File: config.mk
export PLATFORM = sky130hd
export DESIGN_NAME = battery_level_estimator_flat
export DESIGN_NICKNAME = d
export VERILOG_FILES = /design/src/rtl/ble_pkg.sv /design/src/rtl/ble_if.sv /design/src/rtl/battery_level_estimator.sv /design/src/flat_wrapper.sv
export SDC_FILE = /design/constraint.sdc
export NUM_CORES = 1
export LEC_CHECK = 0
export ABC_AREA = 1
export BUFFER_PORTS_ARGS = -buffer_cell sky130_fd_sc_hd__buf_2
export CORE_ASPECT_RATIO = 2
export CORE_UTILIZATION = 45
export DETAILED_ROUTE_END_ITERATION = 12
export PLACE_DENSITY = 0.62
export SLEW_MARGIN = 20
export SYNTH_ARGS = -nofsm -noshare
export SYNTH_HDL_FRONTEND = slang
export SYNTH_SLANG_ARGS = --single-unit
File: constraint.sdc
create_clock -name clk -period 4.7 [get_ports clk]
set_clock_uncertainty 0.05 [all_clocks]
set_input_delay 0.47 -clock clk [delete_from_list [all_inputs] [get_ports clk]]
set_output_delay 0.47 -clock clk [all_outputs]
set_load 0.005 [all_outputs]
File: src/rtl/ble_pkg.sv
// shared constants, types and register indexes for the battery level estimator
// no dependencies; compiled before the interfaces and the top level
`default_nettype none

package ble_pkg;

    localparam int WINDOW_LEN = 50;

    localparam int VOLT_W    = 12;
    localparam int LEVEL_W   = 7;
    localparam int SLOT_W    = (WINDOW_LEN > 1) ? $clog2(WINDOW_LEN) : 1;
    localparam int TOTAL_W   = $clog2(((1 << VOLT_W) - 1) * WINDOW_LEN + 1);
    localparam int CFG_IDX_W = 1;

    localparam logic [VOLT_W-1:0]  FLOOR_RESET   = VOLT_W'(310);
    localparam logic [VOLT_W-1:0]  CEILING_RESET = VOLT_W'(410);
    localparam logic [LEVEL_W-1:0] FULL_LEVEL    = LEVEL_W'(100);
    localparam logic [LEVEL_W-1:0] HYST_STEP     = LEVEL_W'(5);

    // percent scaling product: volts span times one hundred
    localparam int PROD_W = VOLT_W + LEVEL_W;

    // window mean by reciprocal multiply: exact for every total below 2**TOTAL_W
    localparam int MEAN_SHIFT  = TOTAL_W + SLOT_W;
    localparam int RECIP_W     = TOTAL_W + 2;
    localparam int MEAN_PROD_W = TOTAL_W + RECIP_W;
    localparam logic [RECIP_W-1:0] MEAN_RECIP =
        RECIP_W'(((1 << MEAN_SHIFT) + WINDOW_LEN - 1) / WINDOW_LEN);

    // quotient width handled by the percent divider
    localparam int PCT_STEPS  = LEVEL_W;
    localparam int STEP_W     = $clog2(PCT_STEPS + 1);

    localparam logic [CFG_IDX_W-1:0] CFG_FLOOR   = CFG_IDX_W'(0);
    localparam logic [CFG_IDX_W-1:0] CFG_CEILING = CFG_IDX_W'(1);

    typedef enum logic [6:0] {
        ST_IDLE     = 7'b0000001,
        ST_UPDATE   = 7'b0000010,
        ST_DIV_MEAN = 7'b0000100,
        ST_SCALE    = 7'b0001000,
        ST_MULT     = 7'b0010000,
        ST_DIV_PCT  = 7'b0100000,
        ST_DONE     = 7'b1000000
    } ble_state_t;

endpackage

`default_nettype wire

File: src/rtl/ble_if.sv
// valid/ready channel interfaces for samples in and results out
// depends on ble_pkg for field widths
`default_nettype none

interface ble_sample_if;
    import ble_pkg::*;

    logic              valid;
    logic              ready;
    logic [VOLT_W-1:0] sample_volts;

    modport source (output valid, output sample_volts, input ready);
    modport sink   (input valid, input sample_volts, output ready);
endinterface

interface ble_result_if;
    import ble_pkg::*;

    logic               valid;
    logic               ready;
    logic [VOLT_W-1:0]  mean_volts;
    logic [LEVEL_W-1:0] level_percent;

    modport source (output valid, output mean_volts, output level_percent, input ready);
    modport sink   (input valid, input mean_volts, input level_percent, output ready);
endinterface

`default_nettype wire

File: src/rtl/battery_level_estimator.sv
// battery level estimator top level: moving average, clamp, percent map, hysteresis
// depends on ble_pkg and the channel interfaces in ble_if.sv
`default_nettype none

// Takes one voltage sample per transfer and returns one result per sample: the
// truncated mean of a 50-entry window and a hysteresis-filtered charge percent.
// The first sample after reset stands for the whole window. An item goes from its
// transfer through window update, reciprocal multiply for the mean, clamp, scale,
// a restoring divider that resolves one percent bit per cycle, and the load of the
// result register; the block accepts no sample in the meantime. When the ceiling
// is not above the floor the divide is skipped.
// A finished result waits in the output register while the next sample is taken;
// a second finished result holds the block until the first one is taken.
// Floor and ceiling may only be written while no sample is in flight.

module battery_level_estimator (
    input  wire logic                          clk,
    input  wire logic                          rst_n,
    ble_sample_if.sink                         sample_in,
    ble_result_if.source                       result_out,
    input  wire logic                          cfg_we,
    input  wire logic [ble_pkg::CFG_IDX_W-1:0] cfg_index,
    input  wire logic [ble_pkg::VOLT_W-1:0]    cfg_data
);
    import ble_pkg::*;

    ble_state_t          state_reg, state_next;

    logic [VOLT_W-1:0]   floor_reg, ceiling_reg;

    logic [VOLT_W-1:0]   window_mem [WINDOW_LEN];
    logic [VOLT_W-1:0]   rd_data_reg;
    logic                mem_we;

    logic [VOLT_W-1:0]   sample_reg, sample_next;
    logic [VOLT_W-1:0]   prime_reg, prime_next;
    logic                primed_reg, primed_next;
    logic                wrapped_reg, wrapped_next;
    logic [SLOT_W-1:0]   slot_reg, slot_next;
    logic [TOTAL_W-1:0]  total_reg, total_next;

    // percent divider
    logic [VOLT_W-1:0]   rem_reg, rem_next;
    logic [VOLT_W-1:0]   bits_reg, bits_next;
    logic [VOLT_W-1:0]   divisor_reg, divisor_next;
    logic [STEP_W-1:0]   count_reg, count_next;
    logic [VOLT_W:0]     trial;
    logic                qbit;
    logic [VOLT_W-1:0]   rem_step;
    logic [VOLT_W-1:0]   bits_step;

    logic [MEAN_PROD_W-1:0] mean_prod;
    logic [VOLT_W-1:0]   mean_calc;

    logic [VOLT_W-1:0]   mean_reg, mean_next;
    logic [VOLT_W-1:0]   span_reg, span_next;
    logic [LEVEL_W-1:0]  shown_reg, shown_next;

    logic                out_valid_reg, out_valid_next;
    logic [VOLT_W-1:0]   out_mean_reg, out_mean_next;
    logic [LEVEL_W-1:0]  out_level_reg, out_level_next;

    logic                in_xfer;
    logic [VOLT_W-1:0]   old_val;
    logic [TOTAL_W-1:0]  total_calc;
    logic [VOLT_W-1:0]   clamped;
    logic [PROD_W-1:0]   product;
    logic                degenerate;
    logic [LEVEL_W-1:0]  pct;
    logic [LEVEL_W-1:0]  pct_diff;
    logic [LEVEL_W-1:0]  level_new;

    assign sample_in.ready          = (state_reg == ST_IDLE);
    assign in_xfer                  = sample_in.valid && sample_in.ready;
    assign result_out.valid         = out_valid_reg;
    assign result_out.mean_volts    = out_mean_reg;
    assign result_out.level_percent = out_level_reg;

    assign degenerate = (ceiling_reg <= floor_reg);

    // one restoring step
    assign trial     = {rem_reg, bits_reg[VOLT_W-1]};
    assign qbit      = (trial >= {1'b0, divisor_reg});
    assign rem_step  = qbit ? VOLT_W'(trial - {1'b0, divisor_reg}) : trial[VOLT_W-1:0];
    assign bits_step = {bits_reg[VOLT_W-2:0], qbit};

    // total divided by the window length
    assign mean_prod = MEAN_PROD_W'(total_reg) * MEAN_PROD_W'(MEAN_RECIP);
    assign mean_calc = mean_prod[MEAN_SHIFT +: VOLT_W];

    // entries not yet overwritten since priming still hold the priming sample
    assign old_val = wrapped_reg ? rd_data_reg : prime_reg;

    always_comb
    begin
        if (!primed_reg)
        begin
            total_calc = TOTAL_W'(sample_reg) * TOTAL_W'(WINDOW_LEN);
        end
        else
        begin
            total_calc = total_reg - TOTAL_W'(old_val) + TOTAL_W'(sample_reg);
        end
    end

    always_comb
    begin
        if (bits_reg < floor_reg)
        begin
            clamped = floor_reg;
        end
        else if (bits_reg > ceiling_reg)
        begin
            clamped = ceiling_reg;
        end
        else
        begin
            clamped = bits_reg;
        end
    end

    assign product = PROD_W'(span_reg) * PROD_W'(FULL_LEVEL);

    assign pct       = bits_reg[LEVEL_W-1:0];
    assign pct_diff  = (pct > shown_reg) ? (pct - shown_reg) : (shown_reg - pct);
    assign level_new = ((pct_diff > HYST_STEP) || (pct == FULL_LEVEL)) ? pct : shown_reg;

    always_comb
    begin
        state_next     = state_reg;
        sample_next    = sample_reg;
        prime_next     = prime_reg;
        primed_next    = primed_reg;
        wrapped_next   = wrapped_reg;
        slot_next      = slot_reg;
        total_next     = total_reg;
        rem_next       = rem_reg;
        bits_next      = bits_reg;
        divisor_next   = divisor_reg;
        count_next     = count_reg;
        mean_next      = mean_reg;
        span_next      = span_reg;
        shown_next     = shown_reg;
        out_mean_next  = out_mean_reg;
        out_level_next = out_level_reg;
        out_valid_next = out_valid_reg;
        mem_we         = 1'b0;

        if (out_valid_reg && result_out.ready)
        begin
            out_valid_next = 1'b0;
        end

        case (state_reg)
            ST_IDLE:
            begin
                if (in_xfer)
                begin
                    sample_next = sample_in.sample_volts;
                    state_next  = ST_UPDATE;
                end
            end
            ST_UPDATE:
            begin
                total_next = total_calc;
                if (!primed_reg)
                begin
                    prime_next   = sample_reg;
                    primed_next  = 1'b1;
                    wrapped_next = 1'b0;
                    slot_next    = '0;
                end
                else
                begin
                    mem_we = 1'b1;
                    if (slot_reg == SLOT_W'(WINDOW_LEN - 1))
                    begin
                        slot_next    = '0;
                        wrapped_next = 1'b1;
                    end
                    else
                    begin
                        slot_next = slot_reg + 1'b1;
                    end
                end
                state_next = ST_DIV_MEAN;
            end
            ST_DIV_MEAN:
            begin
                bits_next  = mean_calc;
                state_next = ST_SCALE;
            end
            ST_SCALE:
            begin
                mean_next  = bits_reg;
                span_next  = clamped - floor_reg;
                state_next = ST_MULT;
            end
            ST_MULT:
            begin
                if (degenerate)
                begin
                    bits_next  = '0;
                    state_next = ST_DONE;
                end
                else
                begin
                    rem_next     = product[PROD_W-1:PCT_STEPS];
                    bits_next    = {product[PCT_STEPS-1:0], (VOLT_W - PCT_STEPS)'(0)};
                    divisor_next = ceiling_reg - floor_reg;
                    count_next   = STEP_W'(PCT_STEPS);
                    state_next   = ST_DIV_PCT;
                end
            end
            ST_DIV_PCT:
            begin
                rem_next   = rem_step;
                bits_next  = bits_step;
                count_next = count_reg - 1'b1;
                if (count_reg == STEP_W'(1))
                begin
                    state_next = ST_DONE;
                end
            end
            ST_DONE:
            begin
                if (!out_valid_reg || result_out.ready)
                begin
                    shown_next     = level_new;
                    out_mean_next  = mean_reg;
                    out_level_next = level_new;
                    out_valid_next = 1'b1;
                    state_next     = ST_IDLE;
                end
            end
            default:
            begin
                state_next = ST_IDLE;
            end
        endcase
    end

    always_ff @(posedge clk or negedge rst_n)
    begin
        if (!rst_n)
        begin
            state_reg     <= ST_IDLE;
            floor_reg     <= FLOOR_RESET;
            ceiling_reg   <= CEILING_RESET;
            primed_reg    <= 1'b0;
            wrapped_reg   <= 1'b0;
            slot_reg      <= '0;
            total_reg     <= '0;
            shown_reg     <= '0;
            count_reg     <= '0;
            out_valid_reg <= 1'b0;
        end
        else
        begin
            state_reg     <= state_next;
            primed_reg    <= primed_next;
            wrapped_reg   <= wrapped_next;
            slot_reg      <= slot_next;
            total_reg     <= total_next;
            shown_reg     <= shown_next;
            count_reg     <= count_next;
            out_valid_reg <= out_valid_next;
            if (cfg_we && (cfg_index == CFG_FLOOR))
            begin
                floor_reg <= cfg_data;
            end
            if (cfg_we && (cfg_index == CFG_CEILING))
            begin
                ceiling_reg <= cfg_data;
            end
        end
    end

    always_ff @(posedge clk)
    begin
        sample_reg    <= sample_next;
        prime_reg     <= prime_next;
        rem_reg       <= rem_next;
        bits_reg      <= bits_next;
        divisor_reg   <= divisor_next;
        mean_reg      <= mean_next;
        span_reg      <= span_next;
        out_mean_reg  <= out_mean_next;
        out_level_reg <= out_level_next;
    end

    // window memory, one write and one registered read per cycle
    always_ff @(posedge clk)
    begin
        if (mem_we)
        begin
            window_mem[slot_reg] <= sample_reg;
        end
        rd_data_reg <= window_mem[slot_reg];
    end

    a_slot_in_range: assert property (@(posedge clk) disable iff (!rst_n)
        slot_reg <= SLOT_W'(WINDOW_LEN - 1))
        else $error("write slot beyond window");

    a_slot_zero_unprimed: assert property (@(posedge clk) disable iff (!rst_n)
        !primed_reg |-> (slot_reg == '0) && !wrapped_reg)
        else $error("window advanced before priming");

    a_div_nonzero: assert property (@(posedge clk) disable iff (!rst_n)
        (state_reg == ST_DIV_PCT) |-> (divisor_reg != '0))
        else $error("percent divide by zero");

    a_level_range: assert property (@(posedge clk) disable iff (!rst_n)
        out_valid_reg |-> (out_level_reg <= FULL_LEVEL))
        else $error("reported level above full");

    a_xfer_starts: assert property (@(posedge clk) disable iff (!rst_n)
        in_xfer |=> (state_reg == ST_UPDATE))
        else $error("accepted sample not processed");

endmodule

`default_nettype wire
File: src/flat_wrapper.sv
// flat-port wrapper written by rule: the top's interface ports become plain ports
module battery_level_estimator_flat import ble_pkg::*;
  (clk, rst_n, cfg_we, cfg_index, cfg_data, sample_in_valid, sample_in_sample_volts, sample_in_ready, result_out_valid, result_out_mean_volts, result_out_level_percent, result_out_ready);
  ble_sample_if sample_in_i ();
  ble_result_if result_out_i ();
  input  wire logic clk;
  input  wire logic rst_n;
  input  wire logic cfg_we;
  input  wire logic [ble_pkg::CFG_IDX_W-1:0] cfg_index;
  input  wire logic [ble_pkg::VOLT_W-1:0] cfg_data;
  input wire logic [$bits(sample_in_i.valid)-1:0] sample_in_valid;
  input wire logic [$bits(sample_in_i.sample_volts)-1:0] sample_in_sample_volts;
  output wire logic [$bits(sample_in_i.ready)-1:0] sample_in_ready;
  output wire logic [$bits(result_out_i.valid)-1:0] result_out_valid;
  output wire logic [$bits(result_out_i.mean_volts)-1:0] result_out_mean_volts;
  output wire logic [$bits(result_out_i.level_percent)-1:0] result_out_level_percent;
  input wire logic [$bits(result_out_i.ready)-1:0] result_out_ready;
  assign sample_in_i.valid = sample_in_valid;
  assign sample_in_i.sample_volts = sample_in_sample_volts;
  assign sample_in_ready = sample_in_i.ready;
  assign result_out_valid = result_out_i.valid;
  assign result_out_mean_volts = result_out_i.mean_volts;
  assign result_out_level_percent = result_out_i.level_percent;
  assign result_out_i.ready = result_out_ready;
  battery_level_estimator u_core (.clk(clk), .rst_n(rst_n), .sample_in(sample_in_i), .result_out(result_out_i), .cfg_we(cfg_we), .cfg_index(cfg_index), .cfg_data(cfg_data));
endmodule
==> results of run 1 <==
## final timing paths
check	to	slack [ps]	start	depth (start not counted)
min in group asynchronous	u_core.shown_reg[5]$_DFFE_PN0P_	250	rst_n	2
hold reg to reg	u_core.result_out.mean_volts[7]$_DFFE_PP_	370	u_core.mean_reg[7]$_DFFE_PP_	0
hold / removal	u_core.ceiling_reg[7]$_DFFE_PN1P_	40	cfg_data[7]	3
setup reg to reg	u_core.bits_reg[11]$_DFFE_PP_	-480	u_core.total_reg[16]$_DFFE_PN0P_	20
setup / recovery	u_core.bits_reg[11]$_DFFE_PP_	-480	u_core.total_reg[16]$_DFFE_PN0P_	20
max in group asynchronous	u_core.state_reg[0]$_DFFE_PN1P_	3690	rst_n	3
## logic make-up (layout without fill, tap and decap cells)
group	count (synthesis)	count (layout)	synth area share (%)
simple gates	1359	1359	13.4
flops	783	783	54.3
buf+inv	675	1079	6.42
compound gates	561	561	8.37
fa+ha+maj	470	470	16.4
xor+xnor	54	54	1.11
mux	1	1	0.0235
## placed cells by master, fill, tap and decap left out, types with 26 or more instances in the layout
| cell | netlist | layout |
|---|---|---|
| buf_2 | 32 | 49 |
| buf_4 | 8 | 274 |
| edfxtp_1 | 703 | 703 |
| clkbuf_16 | 0 | 73 |
| o21ai_0 | 147 | 135 |
| fa_1 | 147 | 141 |
| nor3_1 | 28 | 26 |
| inv_1 | 570 | 552 |
| a221oi_1 | 32 | 32 |
| a21oi_1 | 175 | 161 |
| nand2_1 | 860 | 837 |
| ha_1 | 323 | 304 |
| a22oi_1 | 66 | 66 |
| nor2_1 | 217 | 199 |
| nand3_1 | 124 | 121 |
| xor2_1 | 34 | 34 |
| a22o_1 | 26 | 26 |
| nand4_1 | 68 | 68 |
| inv_2 | 11 | 28 |
| dfrtp_1 | 57 | 48 |
## layer usage
layer	part of all wire, %	up-vias
li1	-	14016
met1	32	14600
met5	0	-
met2	55	879
met3	4.0	407
met4	9.5	0
## area by class of cell
cell class | instances | area (µm²) | share of cell area, %
inverters | 584 | 2200 | 4.45
well taps | 1207 | 1510 | 3.06
clock inverters | 40 | 500 | 1.01
flip-flops and latches | 783 | 23100 | 46.7
multi-input cells | 2445 | 17400 | 35.2
clock buffers | 89 | 1890 | 3.82
repair buffers | 366 | 2850 | 5.76
## what timing repair did
item                                    4_1_cts  5_1_grt
hold buffers                                 22        0
buffers inserted                             10        6
resized for setup                            91       62
endpoints found under the hold margin        84        0
endpoints found under the setup margin       12       12
pin swaps                                    40       33
## stage by stage
| step | std cells | util, % | setup TNS [ps] | setup WS, ps |
|---|---|---|---|---|
| after global routing | 5514 | 52.7 | -6950 | -667 |
| after global placement | 5346 | 49.1 | -5160 | -567 |
| after detailed placement | 5346 | 49.1 | -5820 | -547 |
| after CTS | 5507 | 52.4 | -4620 | -449 |
| final | 5514 | 52.7 | -4890 | -484 |
| after floorplan | 3903 | - | -1810 | -304 |
## worst register-to-register path: cells and delay by family (launching register included)
kind | cells | cell delay [ps]
DFF | 1 | 420
adders and majority gates | 7 | 3240
AOI/OAI and AO/OA | 2 | 370
and+or+nand+nor | 7 | 670
buffers and inverters | 4 | 190
==> results_dict.tcl, run 1 <==
set metrics [dict create \
    status "complete, but fails checks" \
    violations "negative setup slack" \
    hold_path_class "input pin to register" \
    initial_core_util_pct 45.4 \
    grt.total_usage_pct 26.9 \
    cts_tree "yes" \
    cp.arrival_ps 5560 \
    relSlewSlack_pct 37.2 \
    drc_errors 0 \
    diodes 0 \
    critPathSlowestCell "fa_2" \
    route.antenna.remaining_nets 0 \
    avgSynthCellArea_um2 10.9 \
    die_y_um 437 \
    syn_to_final_growth_pct 16.2 \
    busiest_layer "met2" \
    dr.pass1.iters 6 \
    cp_top_family "adder cells" \
    synth_commonest_cells "nand2_1 (860), edfxtp_1 (703), inv_1 (570), ha_1 (323), nor2_1 (217)" \
    worstPathMaxFanout 2 \
    die_area_mm2 0.0958 \
    end_kind "register" \
    io_pins 51 \
    fin_ws_ps -484 \
    final_nets 4751 \
    whs_ps 40.4 \
    synthCells 3903 \
    rsz0062_at_grt "true" \
    clk_latency_ps 680 \
    synth_edf_count 703 \
    netlist_area_mm2 0.0425 \
    die_w_um 219 \
    placed_area_mm2 0.0460 \
    grt_pass1_wl_um 187000 \
    synth-async-reset-ratio_pct 8.68 \
    yosysTopAreaCell "edfxtp_1" \
    netlist.area_leader.share_pct 49.7 \
    numCtsBuffers 71 \
    vias_per_cell 5.42 \
    crit_chain "fa_2 -> inv_2 -> fa_1 -> inv_2 -> fa_2 -> fa_2 -> fa_1 -> inv_1 -> fa_1 -> inv_2 -> ha_4 -> a21o_1 -> a21oi_2 -> nor2_1 -> nor2_2 -> nor2_1 -> nor3_2 -> nand3_1 -> nand3_1 -> nand2_1" \
    rows 159 \
    largest_reg_flops 600 \
    cp-start-kind "register" \
    syn_nets 4403 \
    htreeDepth 3 \
    cts-root-buf "clkbuf_16" \
    final_max_slew_viol_count 0 \
    setup_viol 12 \
    clk_path_buf_depth 3 \
    grt_start_max_net_pins 69 \
    crit_required_ps 5080 \
    vias 29902 \
    yosysMostFrequentCell "nand2_1" \
    synth_seq_cells 783 \
    max_stage_delay_ps 590 \
    post-route-period-util_pct 110 \
    use_met3_pct 3.54 \
    grt_pass1_vias 31106 \
    yosys_warnings 0 \
    critical_path_buf_inv_count 4 \
    port_buffers 50 \
    max_freq_ghz 0.193 \
    core_mm2 0.0937 \
    met2_usage_pct 51.3 \
    gp_congestion 0.954 \
    drtIter0Drc 1875 \
    drt-total-wl_um 127000 \
    hpwlAfterDp_um 93200 \
    synth_top_cells_by_area "edfxtp_1 (50%), ha_1 (9.5%), nand2_1 (7.6%)" \
    post_drt_wl_per_cell_um 23.0 \
    numClockSinks 783 \
    ys_types 60 \
    drive_gt1_share_pct 14.7 \
    path_class "register to register" \
    ys.flop_type "edfxtp_1" \
    drv_cap 0 \
    tightest_slew_ps 932 \
    fin_area_mm2 0.0494 \
    antenna_found_initial 1 \
    finalHoldViolations 0 \
    grt-ovfl-total 0 \
    nFillCells 8155 \
    period_needed_ps 5180 \
    clk_pin_slew_worst_paths_ps 70 \
    synth.yosys.seq_area_share_pct 54.3 \
    use_met1_pct 24.5 \
]
Power of run 1 is left out: the tool's default activity adds up to more than one toggle a clock period on the data nets, which glitch-free logic cannot reach.
==> run 2: changes to the inputs <==
Settings changed: PLACE_DENSITY 0.62 to 0.6.
Clock period 4.7 ns to 5.45 ns, I/O delays scaled along.
==> run 2 against run 1 <==
Compared with the run above: the flow now finishes without violations; die area did not move; utilization fell by 1.8 points; clock-buffer cell count rose by 4; fmax fell by 2.6%; final cell count fell by 2.6%; critical path depth fell by 2; via count fell by 1.2%; first-iteration DRC count rose by 1.8%; non-clock buffer count fell by 154; global-route usage rose by 0.088 points; cell area fell by 3.4%.
==> results_dict.tcl, run 2 (same netlist as run 1, synthesis figures left out) <==
set metrics [dict create \
    status "finished clean" \
    setup_viol 0 \
    finalHoldViolations 0 \
    busiest_layer "met2" \
    worstPathMaxFanout 5 \
    post_drt_wl_per_cell_um 23.6 \
    fin_ws_ps 127 \
    use_met3_pct 3.63 \
    drive_gt1_share_pct 9.91 \
    post-route-period-util_pct 97.7 \
    numCtsBuffers 73 \
    core_mm2 0.0937 \
    grt.total_usage_pct 27.0 \
    drv_cap 0 \
    rsz0062_at_grt "true" \
    die_area_mm2 0.0958 \
    drc_errors 0 \
    use_met1_pct 24.6 \
    layout.cells.most_common "nand2_1" \
    clk_pin_slew_worst_paths_ps 70 \
    max_freq_ghz 0.188 \
    met2_usage_pct 51.9 \
    crit_required_ps 5810 \
    dr.pass1.iters 5 \
    pre_cts_slack_ps -44.4 \
    relSlewSlack_pct 19.8 \
    multi_input_area_mm2 0.0169 \
    whs_ps 35.2 \
    die_w_um 219 \
    end_kind "register" \
    grt_start_max_net_pins 69 \
    grt-ovfl-total 0 \
    vias 29532 \
    cp.arrival_ps 5690 \
    die_y_um 437 \
    final_core_util_pct 50.9 \
    drtIter0Drc 1908 \
    ff_latch_area_mm2 0.0231 \
    cts-root-buf "clkbuf_16" \
    cp-start-kind "register" \
    clk_path_buf_depth 3 \
    gp_congestion 0.957 \
    layout_common_cells "nand2_1 (856), edfxtp_1 (703), inv_1 (570)" \
    cts_tree "yes" \
    final_nets 4599 \
    placed_cells 5209 \
    port_buffers 50 \
    final_cells 5368 \
    syn_to_final_growth_pct 12.3 \
    tightest_slew_ps 1200 \
    path_class "register to register" \
    antenna_found_initial 4 \
    io_pins 51 \
    largest_reg_flops 600 \
    numClockSinks 783 \
    rows 159 \
    nFillCells 8409 \
    final_max_slew_viol_count 0 \
    clk_latency_ps 690 \
    initial_core_util_pct 45.4 \
    route.antenna.remaining_nets 0 \
    grt_pass1_wl_um 187000 \
    grt_pass1_vias 30638 \
    htreeDepth 3 \
    vias_per_cell 5.50 \
    hpwlAfterDp_um 93500 \
    period_needed_ps 5320 \
    hold_path_class "input pin to register" \
    drt-total-wl_um 127000 \
]
-- run 2: changes by cell type in the layout (fill, tap and decap cells not counted), moves of 16 or more --
| cell | previous run | this run |
|---|---|---|
| buf_4 | 274 | 145 |
| ha_1 | 304 | 320 |
| ha_4 | 18 | 1 |
| inv_1 | 552 | 570 |
| inv_2 | 28 | 11 |
| nand2_1 | 837 | 856 |
-- run 2: final timing paths --
path,from,to,slack (ps),cells after the start
setup / recovery,u_core.total_reg[6]$_DFFE_PN0P_,u_core.bits_reg[5]$_DFFE_PP_,130,18
hold / removal,result_out_ready,u_core.result_out.valid$_DFF_PN0_,40,2
setup reg to reg,u_core.total_reg[6]$_DFFE_PN0P_,u_core.bits_reg[5]$_DFFE_PP_,130,18
hold reg to reg,u_core.mean_reg[0]$_DFFE_PP_,u_core.result_out.mean_volts[0]$_DFFE_PP_,370,0
max in group asynchronous,rst_n,u_core.ceiling_reg[3]$_DFFE_PN1P_,4380,3
min in group asynchronous,rst_n,u_core.slot_reg[1]$_DFFE_PN0P_,270,2
-- run 2: per-layer routing --
layer	vias up	part of all wire [%]	routed length, µm
li1	13731	-	-
met1	14561	31	39700
met2	877	56	70600
met3	361	4.2	5300
met4	2	8.8	11100
met5	-	0.0063	8
-- run 2: critical path, cell delays in order, from the launching register on --
cell and delay, ps:
dfrtp_2 440, fa_1 570, inv_1 90, fa_1 490, inv_1 50, fa_1 540
fa_2 430, fa_1 480, inv_1 50, fa_1 480, inv_1 40, ha_1 340
nand2_2 120, nor2_1 100, inv_1 90, nor2_4 170, nand4_1 250, a21oi_1 200
o21ai_0 90
-- run 2: final cells by class --
class                      instances  area share [%]
multi-input combinational       2445            35.3
sequential                       783            48.3
clock buffer                      93            4.05
antenna                            3          0.0157
tap                             1207            3.16
inverter                         584            4.60
clock inverter                    41            1.20
timing repair buffer             212            3.31
-- run 2: what timing repair did --
item                                   4_1_cts  5_1_grt
hold buffers                                12        1
endpoints found under the hold margin       12       19
setup endpoints to repair                    2       12
pin swaps                                    0        5
buffers inserted                             0        7
gates resized for setup                      3       32
-- run 2: through the flow --
stage | area, µm² | setup TNS (ps)
final | 47700 | 0
after CTS | 47500 | 0
after detailed placement | 44900 | -89.5
after floorplan | 42500 | 0
after global placement | 44900 | 0
after global routing | 47700 | -46.5
Power of run 2 is left out for the same reason.
